[src/design/iaop_pkg.sv]
`default_nettype none

package iaop_pkg;

  typedef enum logic [2:0] {
    CMD_ADD  = 3'd0,
    CMD_SUB  = 3'd1,
    CMD_MUL  = 3'd2,
    CMD_IDIV = 3'd3,
    CMD_MOD  = 3'd4,
    CMD_ABS  = 3'd5,
    CMD_NEG  = 3'd6,
    CMD_PASS = 3'd7
  } cmd_t;

  typedef struct packed {
    logic        [2:0]  cmd;
    logic signed [31:0] operand_a;
    logic signed [31:0] operand_b;
  } in_t;

  typedef struct packed {
    logic signed [31:0] int_value;
    logic        [63:0] real_bits;
    logic               is_real;
    logic               div_zero;
  } out_t;

  // classified item as held in the queue; operands sign-extended to 64 bits
  typedef struct packed {
    cmd_t        cmd;
    logic [63:0] a;
    logic [63:0] b;
    logic        dz;
  } op_t;

endpackage

`default_nettype wire

[src/design/iaop_front.sv]
`default_nettype none

module iaop_front
  import iaop_pkg::*;
#(
  parameter int DATA_WIDTH = 32
) (
  input  wire logic in_valid,
  output logic      in_ready,
  input  wire in_t  in_data,
  input  wire logic q_full,
  output logic      q_push,
  output op_t       q_op
);

  logic signed [DATA_WIDTH-1:0] aw;
  logic signed [DATA_WIDTH-1:0] bw;
  logic signed [63:0]           ax;
  logic signed [63:0]           bx;
  logic signed [63:0]           a64;
  logic signed [63:0]           b64;

  assign in_ready = !q_full;
  assign q_push   = in_valid && !q_full;

  always_comb begin
    a64 = in_data.operand_a;
    b64 = in_data.operand_b;
    aw  = a64[DATA_WIDTH-1:0];
    bw  = b64[DATA_WIDTH-1:0];
    ax  = aw;
    bx  = bw;
    q_op.cmd = cmd_t'(in_data.cmd);
    q_op.a   = ax;
    q_op.b   = bx;
    q_op.dz  = (q_op.cmd inside {CMD_IDIV, CMD_MOD}) && (bw == '0);
  end

endmodule

`default_nettype wire

[config.mk]
export PLATFORM = sky130hd
export DESIGN_NAME = iaop_front
export DESIGN_NICKNAME = d
export VERILOG_FILES = /design/src/design/iaop_pkg.sv /design/src/design/iaop_front.sv
export SDC_FILE = /design/constraint.sdc
export NUM_CORES = 1
export LEC_CHECK = 0
export ABC_AREA = 1
export BUFFER_PORTS_ARGS = -buffer_cell sky130_fd_sc_hd__buf_2
export CAP_MARGIN = 40
export CORE_AREA = 2 2 79 81
export DETAILED_ROUTE_END_ITERATION = 16
export DIE_AREA = 0 0 81 83
export PLACE_DENSITY_LB_ADDON = 0.25
export REMOVE_ABC_BUFFERS = 1
export SYNTH_ARGS = -nofsm -noshare
export SYNTH_HDL_FRONTEND = slang
export SYNTH_SLANG_ARGS = --single-unit
[constraint.sdc]
create_clock -name vclk -period 0.8
set_input_delay 0.04 -clock vclk [all_inputs]
set_output_delay 0.04 -clock vclk [all_outputs]
set_load 0.005 [all_outputs]
# After elaboration in Yosys (flattened, before gate mapping)
# Cells that the tools add are included.
# op_classes
addsub,0
mul,0
div_mod_pow,0
n_lt_le_gt_ge,0
eq_ne,2
shift,0
mux,0
bitwise_logic,0
n_reduce_logical,5
# ops
operator,n
$logic_not A32 Y1,1
$eq A3 B2 Y1 const B,1
$eq A3 B3 Y1 const B,1
$logic_and A1 B1 Y1,2
$reduce_bool A2 Y1,1
$logic_not A1 Y1,1
# totals
register_bits,0
latchBits,0
mem_bits_rw,0
rom_bits,0
input_bits,69
memories,0

# Longest topological paths before layout
# Gate-level depths: netlist of the first run.
# depth
ltp_word,3
depth_mapped,5

# Least setup slack after synthesis of the first run
# OpenSTA, ideal clock, no wires.
# synth_path
kind,input to output
from,in in_data[23] (netlist name)
to,out q_op[0] (netlist name)
t_arrival_ns,0.437
required_time_ns,0.760
path_slack_ns,0.323
cell_stages,5
path_cell_list,nor2_1 > nand2_1 > nor2_1 > nand3_1 > nor2_1
# synth_lines
element,line_no,source
start: declaration,iaop_front.sv:10,"input wire in_t in_data,"
end: declaration,iaop_front.sv:13,output op_t q_op

==> flow_metrics.env, run 1 <==
export IMPL_slew_violations=0
export IMPL_drive_above_1_share_pct=86.3
export IMPL_placed_cells=222
export IMPL_core_region_area_mm2=0.00582
export IMPL_period_minus_slack_ns=0.759
export IMPL_grt_use_met2_pct=31.9
export IMPL_cp_required_ns=0.76
export IMPL_numPortBuffers=107
export IMPL_dieWidth_um=81
export IMPL_place_ws_ns=-0.0499
export IMPL_ant_nets=0
export IMPL_first_iter_violations=5
export IMPL_rows=28
export IMPL_grt_most_used_layer="met2"
export IMPL_fin_area_um2=918
export IMPL_vias_per_cell=3.57
export IMPL_yosysSeqAreaShare_pct=0
export IMPL_hold_end="q_op[70]"
export IMPL_grt_use_met1_pct=3.59
export IMPL_start_kind="input pin"
export IMPL_postCtsSetupBuffers=0
export IMPL_grt_ovfl_total=0
export IMPL_finalCritPeriodShare_pct=94.8
export IMPL_final_setup_tns_ns=0
export IMPL_ioPinCount=203
export IMPL_drt_pass1_iter_count=2
export IMPL_instances_no_fill=221
export IMPL_nFlopsAndLatches=0
export IMPL_hold_buffers=0
export IMPL_vias=788
export IMPL_die_height_um=83
export IMPL_fmax_mhz=1320
export IMPL_hold_depth=0
export IMPL_crit_type="input pin to primary output"
export IMPL_use_met3_pct=21.1
export IMPL_grt_total_usage_pct=15.0
export IMPL_slew_headroom_pct=86.6
export IMPL_end_kind="primary output"
export IMPL_area_growth_pct=-18.8
export IMPL_synthesis_area_mm2=0.00113
export IMPL_powerDensity_mw_per_mm2=454
export IMPL_start_util_pct=19.4
export IMPL_grt_max_degree=34
export IMPL_setup_ws_ns=0.0413
export IMPL_drc=0
export IMPL_setup_viol=0
export IMPL_yosys_warnings=0
export IMPL_nNetsFinal=217
export IMPL_rsz0062_at_grt="yes"
export IMPL_status="finished, final reports clean"
export IMPL_leakagePower_nw=0.515
export IMPL_seq_area_um2=0
export IMPL_grt_pass1_vias=566
export IMPL_cap_violations=0
export IMPL_antenna_cells=0
export IMPL_worst_pin_slew_ns=0.201
export IMPL_irDropWorstVdd_v=0.000132
export IMPL_whs_ns=0.0801
export IMPL_antenna_found_initial=0
export IMPL_clkbuf_count=0
export IMPL_finalHoldViolations=0
export IMPL_routed_wl_mm=5.49
export IMPL_min_path_type="input pin to primary output"
export IMPL_dpl_cell_area_um2=792
export IMPL_hpwl_mm=5.29
export IMPL_globalplace_congestion=0.736
export IMPL_die_area_mm2=0.00672
export IMPL_synth_avg_cell_area_um2=6.69
export IMPL_synth_cells=169
export IMPL_grt_pass1_wl_mm=6.27
export IMPL_worstHoldStart="in_data[37]"
export IMPL_crit_fanout=2
export IMPL_wire_per_inst_um=24.8
export IMPL_arrival_ns=0.72
export IMPL_ys_types=7
==> metrics by stage <==
stage          total power, mW  utilization (%)
2_1_floorplan           0.0313                -
3_3_place_gp             0.368             13.6
3_5_place_dp             0.365             13.6
4_1_cts                  0.363             13.6
5_1_grt                  0.469             15.8
6_report                 0.417             15.8
==> worst max-delay path, cell delays in order <==
cell and delay (ns):
buf_6 0.09, nor2_1 0.10, nand2_1 0.08, nor2_2 0.14
nand3_2 0.09, nor2_2 0.07, buf_2 0.11
==> synth_stat cells <==
cell | number | area share, %
nor2_2 | 1 | 0.55
buf_4 | 131 | 87
o21ai_0 | 1 | 0.44
nand3_1 | 1 | 0.44
inv_1 | 2 | 0.66
nand2_1 | 11 | 3.7
nor2_1 | 22 | 7.3
==> cells in the final DEF (no fill, tap or decap) <==
| cell | instances |
|---|---|
| inv_1 | 2 |
| nor2_1 | 9 |
| nand2_2 | 3 |
| nand2_1 | 8 |
| nor2_4 | 4 |
| nor2_2 | 10 |
| o21ai_1 | 1 |
| buf_6 | 11 |
| buf_4 | 1 |
| nand3_2 | 1 |
| buf_2 | 96 |
==> repair_timing <==
action	in CTS	in global routing
pin swaps	2	21
endpoints found under the setup margin	1	1
hold endpoints to repair	0	0
resized for setup	3	32
==> cell type report <==
class	count	area (um^2)
repair buffers	108	612
multi-input cells	36	205
inverters	2	7.51
fillers	689	4900
well taps	75	93.8
==> worst max path at each step <==
stage                          to        start  cells past startpoint
final                     q_op[0]   in_data[0]                      7
after global routing      q_op[0]  in_data[18]                      7
after CTS                 q_op[0]  in_data[13]                      7
after detailed placement  q_op[0]  in_data[29]                      7
after global placement    q_op[0]  in_data[29]                      7
after floorplan           q_op[0]  in_data[23]                      5
==> report_power, final <==
group	total [mW]	switching (mW)	internal (mW)	leakage [nW]
Clock	0	0	0	0
Combinational	0.417	0.179	0.238	0.515
Sequential	0	0	0	0
==> per-layer routing <==
| layer | part of all wire (%) | wire length [um] |
|---|---|---|
| met1 | 9.8 | 535 |
| met2 | 59 | 3240 |
| met3 | 30 | 1660 |
| met4 | 0.87 | 48 |
| met5 | 0 | 0 |
==> cell families after synthesis <==
kind of cell / Yosys count / synth area share [%]
buffers and inverters: 133 / 87.6
and+or+nand+nor: 35 / 11.9
AOI/OAI and AO/OA: 1 / 0.442
Power figures use the tool's default switching activity.
==> inputs of run 2 (changes only) <==
CELL_PAD_IN_SITES_DETAIL_PLACEMENT = 0   (was unset)
CELL_PAD_IN_SITES_GLOBAL_PLACEMENT = 1   (was unset)
CORE_AREA = unset   (was 2 2 79 81)
CORE_UTILIZATION = 16   (was unset)
DIE_AREA = unset   (was 0 0 81 83)
==> flow_metrics.env, run 2 (synthesized netlist as in run 1, its figures left out) <==
export IMPL_status="finished, final reports clean"
export IMPL_p_sw_share_pct=41.9
export IMPL_rows=30
export IMPL_nNetsFinal=217
export IMPL_crit_type="input pin to primary output"
export IMPL_hold_depth=0
export IMPL_drive_above_1_share_pct=90.4
export IMPL_grt_pass1_wl_mm=4.95
export IMPL_startpoint="in_data[24]"
export IMPL_vias_per_cell=3.34
export IMPL_crit_path_max_incr_delay_ns=0.12
export IMPL_vias=808
export IMPL_antenna_cells=0
export IMPL_finalCritPeriodShare_pct=93.3
export IMPL_clkbuf_count=0
export IMPL_globalplace_congestion=0.718
export IMPL_seq_power_share_pct=0
export IMPL_drc=0
export IMPL_hpwl_mm=4.11
export IMPL_final_cell_mix="buf_2 (90), buf_6 (17), nor2_2 (12), nor2_1 (6), nand2_1 (6)"
export IMPL_antenna_found_initial=0
export IMPL_final_common_cell="buf_2"
export IMPL_numPortBuffers=107
export IMPL_start_util_pct=16.6
export IMPL_powerDensity_mw_per_mm2=445
export IMPL_p_int_mw=0.260
export IMPL_slowest_stage="nor2_4"
export IMPL_die_area_mm2=0.00741
export IMPL_setup_viol=0
export IMPL_post_route_util_pct=14.8
export IMPL_leakagePower_nw=0.530
export IMPL_ioPinCount=203
export IMPL_ant_nets=0
export IMPL_crit_fanout=2
export IMPL_slew_headroom_pct=86.3
export IMPL_cp_required_ns=0.76
export IMPL_seq_area_um2=0
export IMPL_postCtsSetupBuffers=0
export IMPL_grt_max_degree=34
export IMPL_dieWidth_um=86.1
export IMPL_grt_pass1_vias=526
export IMPL_irDropWorstVdd_v=0.0000735
export IMPL_routed_wl_mm=4.60
export IMPL_wire_per_inst_um=19.0
export IMPL_worstHoldStart="in_data[36]"
export IMPL_whs_ns=0.0801
export IMPL_fin_area_mm2=0.00100
export IMPL_final_setup_tns_ns=0
export IMPL_period_minus_slack_ns=0.746
export IMPL_power_mw=0.447
export IMPL_p_comb_share_pct=100.0
export IMPL_start_kind="input pin"
export IMPL_hold_buffers=0
export IMPL_die_height_um=86.1
export IMPL_first_iter_violations=7
export IMPL_hold_end="q_op[69]"
export IMPL_grt_total_usage_pct=10.6
export IMPL_cap_violations=0
export IMPL_crit_buf_inv=2
export IMPL_crit_chain="buf_6 > nor2_2 > nand2_2 > nor2_4 > nand2_2 > nor2_2 > buf_2"
export IMPL_finalHoldViolations=0
export IMPL_slew_violations=0
export IMPL_core_region_area_mm2=0.00679
export IMPL_grt_ovfl_total=0
export IMPL_critical_path_top_delay_family="simple AND/OR/NAND/NOR gates"
export IMPL_nFlopsAndLatches=0
export IMPL_rsz0062_at_grt="yes"
export IMPL_worst_pin_slew_ns=0.205
export IMPL_min_path_type="input pin to primary output"
export IMPL_fmax_mhz=1340
export IMPL_arrival_ns=0.71
export IMPL_area_growth_pct=-11.3
export IMPL_p_clk_share_pct=0
export IMPL_p_switching_mw=0.187
export IMPL_dpl_cell_area_um2=818
export IMPL_end_kind="primary output"
export IMPL_drt_pass1_iter_count=3
-- run 2: worst max path at each step --
stage                   end  slack (ns)  cells after the start
detailed placement  q_op[0]       -0.04                      7
global placement    q_op[0]       -0.05                      7
floorplan           q_op[0]        0.32                      5
finish              q_op[0]        0.05                      7
global route        q_op[0]       -0.02                      7
CTS                 q_op[0]       0.002                      7
-- run 2: repair_timing --
item | 4_1_cts | 5_1_grt
resized for setup | 3 | 43
gates cloned | 0 | 0
setup endpoints to repair | 1 | 1
pin swaps | 5 | 27
-- run 2: area by class of cell --
type                       instances  area [um^2]
fill                             777         5790
inverter                           2         7.51
multi-input combinational         36          226
tap                               96          120
timing repair buffer             108          649
-- run 2: power by group through the flow --
| stage | registers (mW) | logic (mW) | clock network, mW |
|---|---|---|---|
| global placement | 0 | 0.372 | 0 |
| floorplan | 0 | 0.0313 | 0 |
| global route | 0 | 0.492 | 0 |
| finish | 0 | 0.447 | 0 |
| CTS | 0 | 0.366 | 0 |
| detailed placement | 0 | 0.364 | 0 |
-- run 2: stage by stage --
stage	setup slack (ns)	cells
after floorplan	0.323	38
after global placement	-0.0473	243
after detailed placement	-0.0359	243
after CTS	0.00207	243
after global routing	-0.0217	242
final	0.0538	242
-- run 2: routing by layer --
layer | up-vias | share of wire, % | GRT usage [%]
met1 | 305 | 13 | 2.23
met5 | - | 0 | 1.40
li1 | 337 | - | -
met4 | 0 | 0.065 | 0
met3 | 2 | 39 | 21.5
met2 | 164 | 48 | 18.9
